**config.mk**
```make
export PLATFORM = sky130hd
export DESIGN_NAME = microwire_eeprom_word_reader_unit
export DESIGN_NICKNAME = d
export VERILOG_FILES = /design/src/rtl/mwr_pkg.sv /design/src/rtl/microwire_eeprom_word_reader_unit.sv /design/src/rtl/mwr_seq.sv
export SDC_FILE = /design/constraint.sdc
export NUM_CORES = 1
export LEC_CHECK = 0
export ABC_CLOCK_PERIOD_IN_PS = 8940
export BUFFER_PORTS_ARGS = -buffer_cell sky130_fd_sc_hd__buf_2
export CORE_MARGIN = 2
export CORE_UTILIZATION = 50
export CTS_CLUSTER_DIAMETER = 100
export CTS_CLUSTER_SIZE = 30
export DETAILED_ROUTE_END_ITERATION = 8
export GPL_TIMING_DRIVEN = 0
export HOLD_SLACK_MARGIN = 0.05
export PLACE_DENSITY = 0.72
export SKIP_LAST_GASP = 1
export SYNTH_ARGS = -nofsm -noshare
export SYNTH_HDL_FRONTEND = slang
export SYNTH_SLANG_ARGS = --single-unit
export TNS_END_PERCENT = 30
```
**constraint.sdc**
```tcl
create_clock -name i_clk -period 8.94 [get_ports i_clk]
set_input_delay 0.894 -clock i_clk [delete_from_list [all_inputs] [get_ports i_clk]]
set_output_delay 0.894 -clock i_clk [all_outputs]
set_load 0.01 [all_outputs]
```
**src/rtl/mwr_pkg.sv**
```systemverilog
`timescale 1ns / 1ps
// ----------------------------------------------------------------------------
// mwr_pkg
// Shared types and constants for the Microwire EEPROM word reader.
// ----------------------------------------------------------------------------
package mwr_pkg;

    localparam int DATA_BITS_DEF     = 16;
    localparam int MAX_ADDR_BITS_DEF = 10;
    localparam int OPCODE_BITS       = 2;

    localparam int WORD_W    = 16;
    localparam int ADDR_IN_W = 10;
    localparam int ABITS_W   = 4;
    localparam int SCAN_W    = 11;
    localparam int CNT_W     = 5;
    localparam int PADDR_W   = 3;
    localparam int PDATA_W   = 32;

    localparam int SCAN_LIMIT = 1024;

    localparam logic [OPCODE_BITS-1:0] READ_OPCODE = 2'b10;
    localparam logic [1:0]             MARK_DIFF   = 2'd2;

    localparam logic [ABITS_W-1:0] ABITS_RESET = 4'd8;
    localparam logic [SCAN_W-1:0]  SCAN_RESET  = 11'd256;

    // action codes
    localparam logic [1:0] ACT_TICK = 2'd0;
    localparam logic [1:0] ACT_READ = 2'd1;
    localparam logic [1:0] ACT_SCAN = 2'd2;

    // register indexes (paddr[2])
    localparam logic REG_ABITS = 1'b0;
    localparam logic REG_SCAN  = 1'b1;

    typedef enum logic [3:0] {
        PH_IDLE,
        PH_SELECT,
        PH_START0,
        PH_START1,
        PH_START2,
        PH_SEND,
        PH_RISE,
        PH_FALL,
        PH_DRISE,
        PH_DFALL,
        PH_DSAMPLE,
        PH_DESELECT
    } t_phase;

    typedef struct packed {
        logic [1:0]           action;
        logic [ADDR_IN_W-1:0] word_address;
        logic                 serial_data_in;
    } t_in_item;

    typedef struct packed {
        logic              chip_select;
        logic              serial_clock;
        logic              serial_data_out;
        logic              busy_res;
        logic              word_ready;
        logic [WORD_W-1:0] read_word;
        logic              scan_done;
        logic              checksum_ok;
    } t_out_item;

    typedef struct packed {
        logic [ABITS_W-1:0] address_bits;
        logic [SCAN_W-1:0]  scan_words;
    } t_cfg;

endpackage

```
**src/rtl/microwire_eeprom_word_reader_unit.sv**
```systemverilog
`timescale 1ns / 1ps
// ----------------------------------------------------------------------------
// microwire_eeprom_word_reader_unit
// Microwire EEPROM read/checksum master, one bit-bang tick per input word.
// ----------------------------------------------------------------------------
// The result word is in the output register in the cycle after accept.
// Throughput: one word per cycle when not stalled; state advances in one pass.
// Input stalls only while a finished result is held and the output stalls.
// Synchronous active-low reset: sequencer idle, address_bits 8, scan_words 256.
module microwire_eeprom_word_reader_unit #(
    parameter int DATA_BITS        = mwr_pkg::DATA_BITS_DEF,
    parameter int MAX_ADDRESS_BITS = mwr_pkg::MAX_ADDR_BITS_DEF
) (
    input  logic                        i_clk,
    input  logic                        i_rst_n,
    input  logic                        i_in_valid,
    output logic                        o_in_stall,
    input  mwr_pkg::t_in_item           i_in_data,
    output logic                        o_out_valid,
    input  logic                        i_out_stall,
    output mwr_pkg::t_out_item          o_out_data,
    input  logic                        psel,
    input  logic                        penable,
    input  logic                        pwrite,
    input  logic [mwr_pkg::PADDR_W-1:0] paddr,
    input  logic [mwr_pkg::PDATA_W-1:0] pwdata,
    output logic [mwr_pkg::PDATA_W-1:0] prdata,
    output logic                        pready
);

    mwr_pkg::t_cfg      r_cfg;
    mwr_pkg::t_out_item r_out, n_out;
    logic               r_out_valid;
    logic               accept;

    assign pready = 1'b1;
    assign prdata = (paddr[2] == mwr_pkg::REG_SCAN) ?
                    mwr_pkg::PDATA_W'(r_cfg.scan_words) :
                    mwr_pkg::PDATA_W'(r_cfg.address_bits);

    always_ff @(posedge i_clk) begin
        if (!i_rst_n) begin
            r_cfg.address_bits <= mwr_pkg::ABITS_RESET;
            r_cfg.scan_words   <= mwr_pkg::SCAN_RESET;
        end else if (psel && penable && pwrite && pready) begin
            if (paddr[2] == mwr_pkg::REG_ABITS) begin
                r_cfg.address_bits <= pwdata[mwr_pkg::ABITS_W-1:0];
            end else begin
                r_cfg.scan_words <= pwdata[mwr_pkg::SCAN_W-1:0];
            end
        end
    end

    assign o_in_stall = r_out_valid && i_out_stall;
    assign accept     = i_in_valid && !o_in_stall;

    mwr_seq #(
        .DATA_BITS        (DATA_BITS),
        .MAX_ADDRESS_BITS (MAX_ADDRESS_BITS)
    ) u_seq (
        .i_clk   (i_clk),
        .i_rst_n (i_rst_n),
        .i_step  (accept),
        .i_item  (i_in_data),
        .i_cfg   (r_cfg),
        .o_res   (n_out)
    );

    always_ff @(posedge i_clk) begin
        if (!i_rst_n) begin
            r_out_valid <= 1'b0;
        end else if (accept) begin
            r_out_valid <= 1'b1;
        end else if (!i_out_stall) begin
            r_out_valid <= 1'b0;
        end
    end

    always_ff @(posedge i_clk) begin
        if (accept) begin
            r_out <= n_out;
        end
    end

    assign o_out_valid = r_out_valid;
    assign o_out_data  = r_out;

endmodule

```
**src/rtl/mwr_seq.sv**
```systemverilog
`timescale 1ns / 1ps
// ----------------------------------------------------------------------------
// mwr_seq
// Pin sequencer: advances one tick per accepted word and forms the result.
// ----------------------------------------------------------------------------
module mwr_seq #(
    parameter int DATA_BITS        = mwr_pkg::DATA_BITS_DEF,
    parameter int MAX_ADDRESS_BITS = mwr_pkg::MAX_ADDR_BITS_DEF
) (
    input  logic               i_clk,
    input  logic               i_rst_n,
    input  logic               i_step,
    input  mwr_pkg::t_in_item  i_item,
    input  mwr_pkg::t_cfg      i_cfg,
    output mwr_pkg::t_out_item o_res
);

    localparam int AW    = MAX_ADDRESS_BITS;
    localparam int IW    = $clog2(AW);
    localparam int CMP_W = (AW + 1 > mwr_pkg::SCAN_W) ? AW + 1 : mwr_pkg::SCAN_W;
    localparam int CW    = mwr_pkg::CNT_W;
    localparam int WW    = mwr_pkg::WORD_W;

    localparam logic [CW-1:0] AW_C   = CW'(AW);
    localparam logic [CW-1:0] OPC_C  = CW'(mwr_pkg::OPCODE_BITS);
    localparam logic [CW-1:0] DATA_C = CW'(DATA_BITS);
    localparam logic [mwr_pkg::SCAN_W-1:0] LIMIT_C = mwr_pkg::SCAN_W'(mwr_pkg::SCAN_LIMIT);

    mwr_pkg::t_phase r_phase, n_phase;
    logic [CW-1:0]        r_bc, n_bc;
    logic [AW-1:0]        r_cmd, n_cmd;
    logic [1:0]           r_prev, n_prev;
    logic [DATA_BITS-1:0] r_ds, n_ds;
    logic [AW-1:0]        r_addr, n_addr;
    logic [WW-1:0]        r_sum, n_sum;
    logic                 r_scan, n_scan;
    logic                 r_sel, n_sel;
    logic                 r_asec, n_asec;
    logic [WW-1:0]        r_last, n_last;

    logic [CW-1:0]             eff_abits;
    logic [mwr_pkg::SCAN_W-1:0] eff_scan;
    logic [CW-1:0]             sec_len;
    logic [CW-1:0]             bit_idx;
    logic                      cur_bit;
    logic [CW-1:0]             bc_inc;
    logic [CMP_W-1:0]          addr_next;

    always_comb begin
        eff_abits = {1'b0, i_cfg.address_bits};
        if (eff_abits == '0) begin
            eff_abits = CW'(1);
        end else if (eff_abits > AW_C) begin
            eff_abits = AW_C;
        end
        eff_scan = i_cfg.scan_words;
        if (eff_scan == '0) begin
            eff_scan = mwr_pkg::SCAN_W'(1);
        end else if (eff_scan > LIMIT_C) begin
            eff_scan = LIMIT_C;
        end
    end

    // opcode and address bits go out MSB first out of the command register
    assign sec_len = r_asec ? eff_abits : OPC_C;
    assign bit_idx = sec_len - CW'(1) - r_bc;
    assign cur_bit = (r_bc >= sec_len) ? 1'b0 : r_cmd[bit_idx[IW-1:0]];
    assign bc_inc  = r_bc + CW'(1);
    assign addr_next = CMP_W'(r_addr) + CMP_W'(1);

    always_comb begin
        n_phase = r_phase;
        n_bc    = r_bc;
        n_cmd   = r_cmd;
        n_prev  = r_prev;
        n_ds    = r_ds;
        n_addr  = r_addr;
        n_sum   = r_sum;
        n_scan  = r_scan;
        n_sel   = r_sel;
        n_asec  = r_asec;
        n_last  = r_last;
        o_res   = '0;

        if (r_phase == mwr_pkg::PH_IDLE &&
            (i_item.action == mwr_pkg::ACT_READ || i_item.action == mwr_pkg::ACT_SCAN)) begin
            n_scan  = (i_item.action == mwr_pkg::ACT_SCAN);
            n_addr  = n_scan ? '0 : AW'(i_item.word_address);
            n_sum   = '0;
            n_phase = mwr_pkg::PH_SELECT;
        end

        o_res.busy_res = (n_phase != mwr_pkg::PH_IDLE);

        case (n_phase)
            mwr_pkg::PH_SELECT: begin
                n_sel   = 1'b1;
                n_phase = mwr_pkg::PH_START0;
            end
            mwr_pkg::PH_START0: begin
                o_res.serial_data_out = 1'b1;
                n_phase = mwr_pkg::PH_START1;
            end
            mwr_pkg::PH_START1: begin
                o_res.serial_data_out = 1'b1;
                o_res.serial_clock    = 1'b1;
                n_phase = mwr_pkg::PH_START2;
            end
            mwr_pkg::PH_START2: begin
                o_res.serial_data_out = 1'b1;
                n_asec  = 1'b0;
                n_cmd   = AW'(mwr_pkg::READ_OPCODE);
                n_bc    = '0;
                n_prev  = mwr_pkg::MARK_DIFF;
                n_phase = mwr_pkg::PH_SEND;
            end
            mwr_pkg::PH_SEND: begin
                o_res.serial_data_out = cur_bit;
                // extra tick to move DO only when the bit changes
                if (r_prev != {1'b0, cur_bit}) begin
                    n_prev  = {1'b0, cur_bit};
                    n_phase = mwr_pkg::PH_RISE;
                end else begin
                    o_res.serial_clock = 1'b1;
                    n_phase = mwr_pkg::PH_FALL;
                end
            end
            mwr_pkg::PH_RISE: begin
                o_res.serial_data_out = cur_bit;
                o_res.serial_clock    = 1'b1;
                n_phase = mwr_pkg::PH_FALL;
            end
            mwr_pkg::PH_FALL: begin
                o_res.serial_data_out = cur_bit;
                n_bc = bc_inc;
                if (bc_inc >= sec_len) begin
                    n_bc = '0;
                    if (!r_asec) begin
                        n_asec  = 1'b1;
                        n_cmd   = r_addr;
                        n_prev  = mwr_pkg::MARK_DIFF;
                        n_phase = mwr_pkg::PH_SEND;
                    end else begin
                        n_ds    = '0;
                        n_phase = mwr_pkg::PH_DRISE;
                    end
                end else begin
                    n_phase = mwr_pkg::PH_SEND;
                end
            end
            mwr_pkg::PH_DRISE: begin
                o_res.serial_clock = 1'b1;
                n_phase = mwr_pkg::PH_DFALL;
            end
            mwr_pkg::PH_DFALL: begin
                n_phase = mwr_pkg::PH_DSAMPLE;
            end
            mwr_pkg::PH_DSAMPLE: begin
                n_ds = {r_ds[DATA_BITS-2:0], i_item.serial_data_in};
                n_bc = bc_inc;
                if (bc_inc >= DATA_C) begin
                    n_bc   = '0;
                    n_last = WW'(n_ds);
                    o_res.word_ready = 1'b1;
                    if (r_scan) begin
                        n_sum = r_sum + WW'(n_ds);
                    end
                    n_phase = mwr_pkg::PH_DESELECT;
                end else begin
                    n_phase = mwr_pkg::PH_DRISE;
                end
            end
            mwr_pkg::PH_DESELECT: begin
                n_sel = 1'b0;
                if (r_scan && addr_next < CMP_W'(eff_scan)) begin
                    n_addr  = addr_next[AW-1:0];
                    n_phase = mwr_pkg::PH_SELECT;
                end else begin
                    if (r_scan) begin
                        o_res.scan_done   = 1'b1;
                        o_res.checksum_ok = (r_sum == '0);
                    end
                    n_scan  = 1'b0;
                    n_phase = mwr_pkg::PH_IDLE;
                end
            end
            default: begin
                n_sel = 1'b0;
                o_res.busy_res = 1'b0;
                n_phase = mwr_pkg::PH_IDLE;
            end
        endcase

        o_res.chip_select = n_sel;
        o_res.read_word   = n_last;
    end

    always_ff @(posedge i_clk) begin
        if (!i_rst_n) begin
            r_phase <= mwr_pkg::PH_IDLE;
            r_bc    <= '0;
            r_cmd   <= '0;
            r_prev  <= mwr_pkg::MARK_DIFF;
            r_ds    <= '0;
            r_addr  <= '0;
            r_sum   <= '0;
            r_scan  <= 1'b0;
            r_sel   <= 1'b0;
            r_asec  <= 1'b0;
            r_last  <= '0;
        end else if (i_step) begin
            r_phase <= n_phase;
            r_bc    <= n_bc;
            r_cmd   <= n_cmd;
            r_prev  <= n_prev;
            r_ds    <= n_ds;
            r_addr  <= n_addr;
            r_sum   <= n_sum;
            r_scan  <= n_scan;
            r_sel   <= n_sel;
            r_asec  <= n_asec;
            r_last  <= n_last;
        end
    end

endmodule

```
==> summary.txt, run 1 <==
Run status
  – Status: finished, final reports clean

Placed design
  – PortBufs: 67
  – RD Place Congestion: 0.8959
  – Cells after DPL: ~1000
  – Post-DP HPWL: 13.13 mm
  – Worst slack, placed: ~5300 ps

Clock tree
  – Reg clk slew, reported paths: approximately 60 ps
  – CTS hold repair buffers: 0
  – CTS root buffer: clkbuf_16
  – CTS Buf Count: 17
  – Post-CTS setup buffer count: 0
  – CTS max path bufs: 2
  – H-tree depth: 4
  – CTS Sinks: 120
  – Worst skew pair latency: 420 ps
  – TritonCTS clock tree: done
  – CTS resizes: 0

Pwr
  – Sw Share: about 25%
  – LEAKAGE: roughly 3.5 nW
  – Reg power frac: ~40%
  – Final Total Pwr: about 0.0015 W
  – Internal cell power: 0.001093 W
  – Worst IR drop on VDD: 125.8 uV
  – PwrDens: 177.9 mW/mm^2
  – Clock network power share: between 50 and 60%
  – Combinational power share: roughly 8.8%
  – Switch Pwr: between 0.0003 and 0.0004 W

Global route
  – All-Layer GR Usage: around a quarter
  – Congestion Overflow GR: 0
  – Largest net degree at the start of global routing: 33
  – Vias in the first global route: approximately 6000
  – Initial antenna violation count: 0
  – First-pass GRT wire length: 29.28 mm

Synth
  – Main synth FF type: dfxtp_1
  – Largest area contributor in the netlist: dfxtp_1
  – Synth warnings: 0
  – Synth top area share: 28.21%
  – Yosys cell types: 68
  – Syn avg cell area: about 9.1 sq um
  – Largest cells by area after synthesis: dfxtp_1 (28%), edfxtp_1 (10%), ha_1 (7.6%)
  – Flops & latches, synth: between 100 and 150
  – Post-synth EDFFs: 23
  – Synth cell count leaders: dfxtp_1 (97), nand2_1 (78), nor2_1 (43)
  – Mapped Area: between 0.006 and 0.007 sq mm
  – Most numerous cell in the Yosys netlist: dfxtp_1
  – Asr flop ratio synth: 0%
  – Post-Syn Instances: 760
  – Part of the Yosys area used for sequential elements: a little under two fifths

Critical path
  – CP Launch Type: flop
  – Reg-to-reg setup timing slack: ~5100 ps
  – CP max stage cell: dfxtp_1
  – Crit path buffers/inverters: 0
  – Worst path max stage delay: roughly 450 ps
  – Crit end category: flop
  – Crit path kind: reg -> reg
  – Critical Path Fanout Max: 7
  – Reg2reg start: u_seq.r_addr[0]$_SDFFE_PN0P_
  – CP Data Arrival Time: a little over 4000 ps
  – CP Cell Sequence: ha_1, nand3_1, nor2_1, and3_1, and3_1, ha_1, and4_1, a31o_2, a311o_1, a21oi_1, nor3_1, a311o_1
  – Kind of cell adding the most delay to the critical path: compound AO/OA/AOI/OAI gates
  – Crit path required time: 9250 ps
  – Critical path depth: 12
  – Crit path to: u_seq.r_addr[9]$_SDFFE_PN0P_
  – Critical Path Start: u_seq.r_addr[0]$_SDFFE_PN0P_
  – R2R cell count: 12
  – FF-to-FF End: u_seq.r_addr[9]$_SDFFE_PN0P_

Timing
  – Worst-Margin Slew: between 700 and 800 ps
  – Relative slew slack: a little under half
  – Hold Vio Cnt, Final: 0
  – Final period util: between 40% and 50%
  – Final Setup Violations: 0
  – Sum Neg Setup Slack: 0 ps
  – Final Worst Setup Slack: between 5000 and 6000 ps
  – FMAX: about 260 MHz
  – Final max-slew violation count: 0
  – RSZ-0062 raised after global routing: no
  – Post-layout min period: between 3000 and 4000 ps
  – Clock skew: approximately 11 ps

Layout
  – Area grow syn2layout: 18.45%
  – Non-Filler Instances: between 1000 and 1500
  – Fill count: between 1000 and 1500
  – Ant diodes: 0
  – Layout cell share with drive strength beyond 1: 17.86%
  – Number of nets in the layout: 965

Routing
  – DR vias/cell: between 5 and 6
  – First-pass DRT Iterations: 5
  – Detailed Route Iter0 Violations: approximately 600
  – Remaining DRCs: 0
  – Vias: 6140
  – Post-DRT Antenna Nets: 0
  – Routed WL per cell: 16.87 um
  – Final WL: ~18 mm

Floorplanning
  – Row count: between 40 and 50
  – Width of the chip: 121.3 um
  – Height of the die: 121.3 um
  – # IOs: between 100 and 150
  – Initial core utilization: just over 50%
  – Die area: 0.01472 sq mm
  – CORE AREA: roughly 0.013 sq mm

Min path
  – Hold crit path type: reg -> reg

Run
  – Number of max-cap violations: 0
-- cell usage in the layout, fill, tap and decap left out, types with 6 or more instances in the layout --
| cell type | count |
|---|---|
| a211oi_1 | 12 |
| a21boi_0 | 24 |
| a21o_1 | 6 |
| a21oi_1 | 19 |
| a22o_1 | 25 |
| a31oi_1 | 6 |
| and2_1 | 20 |
| and3_1 | 16 |
| buf_2 | 72 |
| buf_4 | 23 |
| clkbuf_1 | 29 |
| clkbuf_16 | 17 |
| conb_1 | 22 |
| dfxtp_1 | 97 |
| edfxtp_1 | 23 |
| ha_1 | 42 |
| inv_1 | 23 |
| inv_6 | 7 |
| mux2_2 | 20 |
| mux2i_1 | 9 |
| nand2_1 | 78 |
| nand3_1 | 39 |
| nand4_1 | 8 |
| nor2_1 | 43 |
| nor2b_1 | 18 |
| nor3_1 | 16 |
| nor3b_1 | 12 |
| o211ai_1 | 8 |
| o21a_1 | 6 |
| o21ai_0 | 37 |
| xor2_1 | 12 |
-- sequential cells by signal, indices dropped and copies added, names as in the netlist, 5 cells and up --
signal / count
u_seq.r_addr: 10
r_cfg: 15
o_out_data: 23
u_seq.r_bc: 5
u_seq.r_sum: 16
u_seq.r_cmd: 10
u_seq.r_ds: 15
u_seq.r_last: 16
-- metal layers --
metal  GRT usage (%)  part of all wire (%)
met5               0                     0
met1           34.78                    46
met2           39.82                    45
met4           9.339                   2.0
met3           5.451                   7.0
-- power by group through the flow --
stage	combinational, W	clock, W	sequential (W)
2_1_floorplan	0.0000808	0	0.000592
3_3_place_gp	0.000123	0	0.000591
3_5_place_dp	0.000126	0	0.000591
4_1_cts	0.000126	0.000750	0.000580
5_1_grt	0.000141	0.000776	0.000582
6_report	0.000128	0.000743	0.000580
-- worst reg2reg max path: stages, from the launching register on --
cell and delay [ps]:
dfxtp_1 450, ha_1 290, nand3_1 150, nor2_1 280
and3_1 290, and3_1 180, ha_1 280, and4_1 240
a31o_2 260, a311o_1 370, a21oi_1 450, nor3_1 120
a311o_1 330
-- area by class of cell --
| type | instances | area (sq um) | share of cell area [%] |
|---|---|---|---|
| buffer | 57 | 306.5 | 3.759 |
| clock buffer | 18 | 429.2 | 5.263 |
| clock inverter | 14 | 209.0 | 2.563 |
| inverter | 25 | 93.84 | 1.151 |
| multi-input combinational | 578 | 3928 | 48.17 |
| sequential | 120 | 2633 | 32.28 |
| tap | 176 | 220.2 | 2.701 |
| timing repair buffer | 67 | 335.3 | 4.112 |
-- worst min path at each step --
stage / depth (start not counted) / slack, ps / startpoint / endpoint
6_report: 2 / 470 / u_seq.r_last[5]$_SDFFE_PN0P_ / u_seq.r_last[5]$_SDFFE_PN0P_
3_3_place_gp: 2 / 450 / u_seq.r_prev[1]$_SDFFE_PN1P_ / u_seq.r_prev[1]$_SDFFE_PN1P_
5_1_grt: 2 / 480 / u_seq.r_prev[1]$_SDFFE_PN1P_ / u_seq.r_prev[1]$_SDFFE_PN1P_
3_5_place_dp: 2 / 460 / u_seq.r_last[8]$_SDFFE_PN0P_ / u_seq.r_last[8]$_SDFFE_PN0P_
4_1_cts: 2 / 470 / u_seq.r_prev[1]$_SDFFE_PN1P_ / u_seq.r_prev[1]$_SDFFE_PN1P_
2_1_floorplan: 2 / 440 / u_seq.r_prev[1]$_SDFFE_PN1P_ / u_seq.r_prev[1]$_SDFFE_PN1P_
-- logic make-up after synthesis --
logic type,count (synthesis),synth area share [%]
simple gates,277,20.36
compound gates,186,19.61
flops,120,38.24
buf+inv,82,5.798
fa+ha+maj,44,8.215
mux,32,5.507
xor+xnor,17,2.163
other cells,2,0.1091
-- metrics by stage --
stage / cell area [sq um] / utilization [%] / hold slack [ps]
2_1_floorplan: 6959 / - / 435.9
3_3_place_gp: 7515 / 56.30 / 447.9
3_5_place_dp: 7516 / 56.31 / 460.8
4_1_cts: 8154 / 61.09 / 469.8
5_1_grt: 8154 / 61.09 / 478.0
6_report: 8154 / 61.09 / 470.7
No activity file was read; power rests on OpenSTA's default activity.
==> run 2, diff against run 1 <==
- ABC_CLOCK_PERIOD_IN_PS: 8940 -> 3900
- clock period: 8.94 -> 3.9 ns (I/O delays scaled with it)
==> run 2 against run 1 <==
Worst setup slack got worse by 5000 ps. Combinational power increased by 130%. Via count about the same.
==> summary.txt, run 2 (synthesized netlist as in run 1, its figures left out) <==
Timing
  – Clock skew: around 9.2 ps
  – Final Setup Violations: 0
  – Post-layout min period: between 3000 and 4000 ps
  – Final Worst Setup Slack: around 190 ps
  – FMAX: ~270 MHz
  – RSZ-0062 raised after global routing: yes
  – Final max-slew violation count: 0
  – Worst hold slack: between 150 and 200 ps
  – Final period util: 95.21%
  – Worst-Margin Slew: between 700 and 800 ps
  – Relative slew slack: 48.54%
  – Hold Vio Cnt, Final: 0

Floorplanning
  – Initial core utilization: roughly half
  – Row count: 42
  – Width of the chip: between 100 and 150 um
  – CORE AREA: between 0.01 and 0.015 sq mm
  – Height of the die: 121.3 um
  – # IOs: 113
  – Die area: about 0.015 sq mm

Critical path
  – CP max stage cell: dfxtp_1
  – Crit end category: flop
  – CP Cell Sequence: ha_1, nand3_1, nor2_1, and3_1, and3_1, ha_1, and4_1, a31o_2, a311o_1, a211oi_2, buf_4, a211oi_1, a311oi_1
  – CP Launch Type: flop
  – FF-to-FF End: u_seq.r_addr[3]$_SDFFE_PN0P_
  – Crit path required time: between 4000 and 5000 ps
  – CP Data Arrival Time: slightly above 4000 ps
  – Reg-to-reg setup timing slack: between 150 and 200 ps
  – Crit path to: u_seq.r_addr[3]$_SDFFE_PN0P_
  – Critical Path Fanout Max: 10
  – Worst path max stage delay: around 450 ps
  – Reg2reg start: u_seq.r_addr[0]$_SDFFE_PN0P_
  – R2R cell count: 13
  – Crit path kind: reg -> reg
  – Critical Path Start: u_seq.r_addr[0]$_SDFFE_PN0P_

Clock tree
  – H-tree depth: 4
  – Worst skew pair latency: approximately 420 ps
  – Reg clk slew, reported paths: 60 ps
  – CTS Sinks: 120
  – CTS root buffer: clkbuf_16
  – CTS hold repair buffers: 0
  – CTS Buf Count: 17
  – TritonCTS clock tree: done
  – CTS max path bufs: 2

Placed design
  – PortBufs: between 60 and 70
  – Cells after DPL: slightly above 1000
  – Cell area after placement: roughly 0.0075 sq mm
  – Worst slack, placed: approximately 230 ps
  – RD Place Congestion: between 0.8 and 0.9
  – Post-DP HPWL: ~13 mm

Layout
  – Non-Filler Instances: between 1000 and 1500
  – Fill count: 1157
  – Area grow syn2layout: 18.50%
  – Leading cell types in the layout, fill and taps excluded: dfxtp_1 (97), nand2_1 (78), buf_2 (72), nor2_1 (43), ha_1 (42)
  – Layout cell share with drive strength beyond 1: around 18%
  – Max FFs per register: 23
  – Number of nets in the layout: 965
  – Final Util: roughly 61%
  – Ant diodes: 0
  – Design area: slightly above 0.008 sq mm
  – Commonest non-fill, non-tap cell in the layout: dfxtp_1

Routing
  – Routed WL per cell: 16.96 um
  – DR vias/cell: ~5.8
  – Remaining DRCs: 0
  – First-pass DRT Iterations: 6
  – Detailed Route Iter0 Violations: roughly 600
  – Vias: ~6100
  – Post-DRT Antenna Nets: 0
  – Final WL: 17.89 mm

Global route
  – All-Layer GR Usage: roughly 25%
  – First-pass GRT wire length: ~29 mm
  – Vias in the first global route: 5869
  – Initial antenna violation count: 0
  – Congestion Overflow GR: 0
  – Largest net degree at the start of global routing: 33

Run
  – Number of max-cap violations: 0

Pwr
  – LEAKAGE: 3.450 nW
  – Worst IR drop on VDD: approximately 290 uV
  – PwrDens: a little over 400 mW/mm^2

Min path
  – Hold crit path type: in -> reg

Run status
  – Status: finished, final reports clean
==> run 2: per-stage QoR <==
step / TNS, ps / power [W]
5_1_grt: -276.7 / 0.003438
3_5_place_dp: 0 / 0.001644
6_report: 0 / 0.003322
4_1_cts: 0 / 0.003338
2_1_floorplan: 0 / 0.001542
3_3_place_gp: 0 / 0.001636
==> run 2: final cells by class <==
class / count / area, sq um / area share (%)
Buffer: 57 / 306.5 / 3.758
Multi-Input combinational cell: 578 / 3931 / 48.19
Tap cell: 176 / 220.2 / 2.699
Timing Repair Buffer: 67 / 335.3 / 4.110
Clock buffer: 18 / 429.2 / 5.261
Sequential cell: 120 / 2633 / 32.27
Clock inverter: 14 / 209.0 / 2.561
Inverter: 25 / 93.84 / 1.150
==> run 2: worst max-delay path, delay by kind of cell (launching register included) <==
kind	cells	cell delay, ps
adders and majority gates	2	580
and+or+nand+nor	5	1140
AOI/OAI and AO/OA	5	1240
buffers and inverters	1	230
DFF	1	450
==> run 2: repair_timing <==
action	4_1_cts	5_1_grt
buffers inserted	0	0
gates resized for setup	0	1
endpoints found under the setup margin	0	6
==> run 2: layer usage <==
layer / GRT usage (%) / vias to the layer above / part of all wire [%]
li1: - / 2962 / -
met1: 34.78 / 2903 / 46
met2: 39.82 / 247 / 45
met3: 5.451 / 33 / 7.2
met4: 9.339 / 0 / 2.1
met5: 0 / - / 0
==> run 2: report_power, final <==
part / internal, W / total [W] / switching [W]
Sequential: 0.00130 / 0.00133 / 0.0000272
Clock: 0.00109 / 0.00170 / 0.000610
Combinational: 0.000116 / 0.000294 / 0.000178
Total: 0.00251 / 0.00332 / 0.000815
==> run 2: how the worst min path moves through the flow <==
| stage | startpoint | endpoint | slack [ps] | cells past startpoint |
|---|---|---|---|---|
| 6_report | pwdata[8] | r_cfg[8]$_SDFFE_PN1P_ | 190 | 3 |
| 5_1_grt | pwdata[8] | r_cfg[8]$_SDFFE_PN1P_ | 190 | 3 |
| 4_1_cts | pwdata[8] | r_cfg[8]$_SDFFE_PN1P_ | 170 | 3 |
| 3_5_place_dp | u_seq.r_last[8]$_SDFFE_PN0P_ | u_seq.r_last[8]$_SDFFE_PN0P_ | 460 | 2 |
| 3_3_place_gp | u_seq.r_prev[1]$_SDFFE_PN1P_ | u_seq.r_prev[1]$_SDFFE_PN1P_ | 450 | 2 |
| 2_1_floorplan | u_seq.r_prev[1]$_SDFFE_PN1P_ | u_seq.r_prev[1]$_SDFFE_PN1P_ | 440 | 2 |
==> run 3, diff against run 2 <==
- CORE_UTILIZATION: 50 -> 25
- PLACE_DENSITY: 0.72 -> default
==> run 3 against run 2 <==
Wire length grew 5.3%. Global-route usage fell by 12 points. Non-clock buffer count is the same. Via count fell by 2.5%. Critical endpoint unchanged.
==> summary.txt, run 3 (synthesized netlist as in run 1, its figures left out) <==
Pwr
  – LEAKAGE: 3.421 nW
  – Internal cell power: ~0.0024 W
  – Reg power frac: between 40 and 50%
  – PwrDens: between 300 and 400 mW/mm^2
  – Switch Pwr: around 0.0008 W
  – Worst IR drop on VDD: 312.4 uV
  – Sw Share: 24.90%
  – Clock network power share: 49.4%
  – Combinational power share: under 10%

Run status
  – Status: finished, final reports clean

Critical path
  – Most frequent CP cell: and3_1
  – CP max stage cell: dfxtp_1
  – CP Launch Type: flop
  – CP Data Arrival Time: 3960 ps
  – Crit path required time: between 4000 and 5000 ps
  – Reg-to-reg setup timing slack: around 270 ps
  – Reg2reg start: u_seq.r_addr[0]$_SDFFE_PN0P_
  – CP Cell Sequence: and3_1, and3_1, and3_1, nand3_1, xnor2_2, ha_1, and4_1, a31o_2, a311o_1, a211oi_4, buf_4, a211oi_1, a311oi_1
  – Worst path max stage delay: 460 ps
  – Critical Path Start: u_seq.r_addr[0]$_SDFFE_PN0P_
  – Critical Path Fanout Max: 10
  – Crit path kind: reg -> reg
  – Crit end category: flop

Layout
  – Layout cell share with drive strength beyond 1: ~18%
  – Ant diodes: 0
  – Number of nets in the layout: just under 1000
  – Fill count: 2858
  – Max FFs per register: 23
  – Design area: around 0.0083 sq mm
  – Leading cell types in the layout, fill and taps excluded: dfxtp_1 (97), nand2_1 (78), buf_2 (72), nor2_1 (42), ha_1 (41)
  – Commonest non-fill, non-tap cell in the layout: dfxtp_1
  – Area grow syn2layout: 21.05%

Clock tree
  – Post-CTS setup buffer count: 0
  – TritonCTS clock tree: done
  – CTS Buf Count: 17
  – CTS resizes: 0
  – CTS hold repair buffers: 0
  – CTS max path bufs: 2
  – H-tree depth: 4
  – CTS Sinks: 120
  – Reg clk slew, reported paths: approximately 60 ps
  – Worst skew pair latency: between 400 and 500 ps
  – CTS root buffer: clkbuf_16

Routing
  – Max Used Layer: met5
  – DR vias/cell: around 4.9
  – Routed WL per cell: 15.44 um
  – First-pass DRT Iterations: 5
  – Detailed-routing wirelength on met1: a little under 9 mm
  – Met3 wire len: about 1.1 mm
  – Wire length on met2: around 8.6 mm
  – Final WL: ~19 mm
  – Vias: about 6000
  – Post-DRT Antenna Nets: 0
  – Remaining DRCs: 0
  – Detailed Route Iter0 Violations: about 410

Floorplanning
  – CORE AREA: 0.02703 sq mm
  – Row count: 60
  – # IOs: about 110
  – Initial core utilization: about 25%
  – Height of the die: ~170 um
  – Width of the chip: roughly 170 um
  – Die area: 0.02888 sq mm

Placed design
  – Cell area after placement: between 0.007 and 0.008 sq mm
  – PortBufs: 67
  – RD Place Congestion: between 0.8 and 0.9
  – Post-DP HPWL: about 14 mm

Min path
  – Hold_sp: pwdata[8]
  – Hold crit path type: in -> reg

Global route
  – First-pass GRT wire length: ~30 mm
  – Vias in the first global route: 5771
  – All-Layer GR Usage: approximately an eighth
  – Largest net degree at the start of global routing: 33
  – Congestion Overflow GR: 0
  – Initial antenna violation count: 1

Timing
  – Hold Vio Cnt, Final: 0
  – RSZ-0062 raised after global routing: yes
  – Worst hold slack: roughly 180 ps
  – Relative slew slack: 44.36%
  – Clock skew: slightly above 9 ps
  – Post-layout min period: 3627 ps
  – Final Setup Violations: 0
  – Sum Neg Setup Slack: 0 ps
  – Final period util: 93.01%
  – Worst-Margin Slew: 832.9 ps
  – Final max-slew violation count: 0
  – FMAX: around 280 MHz

Run
  – Number of max-cap violations: 0
run 3: cell count changes in the layout (fill, tap and decap cells not counted), sizes merged:
cell	change
inv	-6
clkinv	+3
clkbuf	+2
clkinvlp	+2
bufinv	-1
run 3: metal layers:
metal	vias to the layer above	GRT usage, %
li1	2960	-
met1	2844	17.14
met2	160	21.51
met3	28	3.349
met4	2	4.980
met5	-	0
run 3: through the flow:
stage	utilization, %	total power, W	worst slack (ps)	cells
2_1_floorplan	-	0.001542	736.6	780
3_3_place_gp	28.57	0.001649	157.3	1188
3_5_place_dp	28.57	0.001653	140.5	1188
4_1_cts	30.75	0.003242	117.0	1220
5_1_grt	30.83	0.003344	-12.45	1220
6_report	30.83	0.003224	272.6	1220
run 3: path summary, 6_finish.rpt:
check / depth (start not counted) / to
worst max-delay path: 13 / u_seq.r_addr[3]$_SDFFE_PN0P_
worst min-delay path: 3 / r_cfg[8]$_SDFFE_PN1P_
worst max register to register: 13 / u_seq.r_addr[3]$_SDFFE_PN0P_
worst min register to register: 2 / u_seq.r_prev[1]$_SDFFE_PN1P_
run 3: cell type report:
cell class                      count  area [sq um]  area share [%]
Inverter                           25         93.84           1.126
Multi-Input combinational cell    578          3951           47.42
Clock buffer                       20         436.7           5.240
Buffer                             57         306.5           3.679
Tap cell                          341         426.7           5.120
Timing Repair Buffer               67         335.3           4.024
Clock inverter                     12         150.1           1.802
Sequential cell                   120          2633           31.59
run 3: power by group through the flow:
stage	Clock [W]	Combinational (W)	Sequential [W]
finish	0.00159	0.000302	0.00133
global route	0.00168	0.000334	0.00133
CTS	0.00161	0.000299	0.00133
detailed placement	0	0.000298	0.00135
global placement	0	0.000294	0.00135
floorplan	0	0.000185	0.00136
run 3: critical path, delay by kind of cell (launching register included):
kind | cells | cell delay, ps
compound gates | 5 | 1220
fa+ha+maj | 1 | 330
flops | 1 | 460
simple gates | 5 | 1120
xor+xnor | 1 | 180
buf+inv | 1 | 230
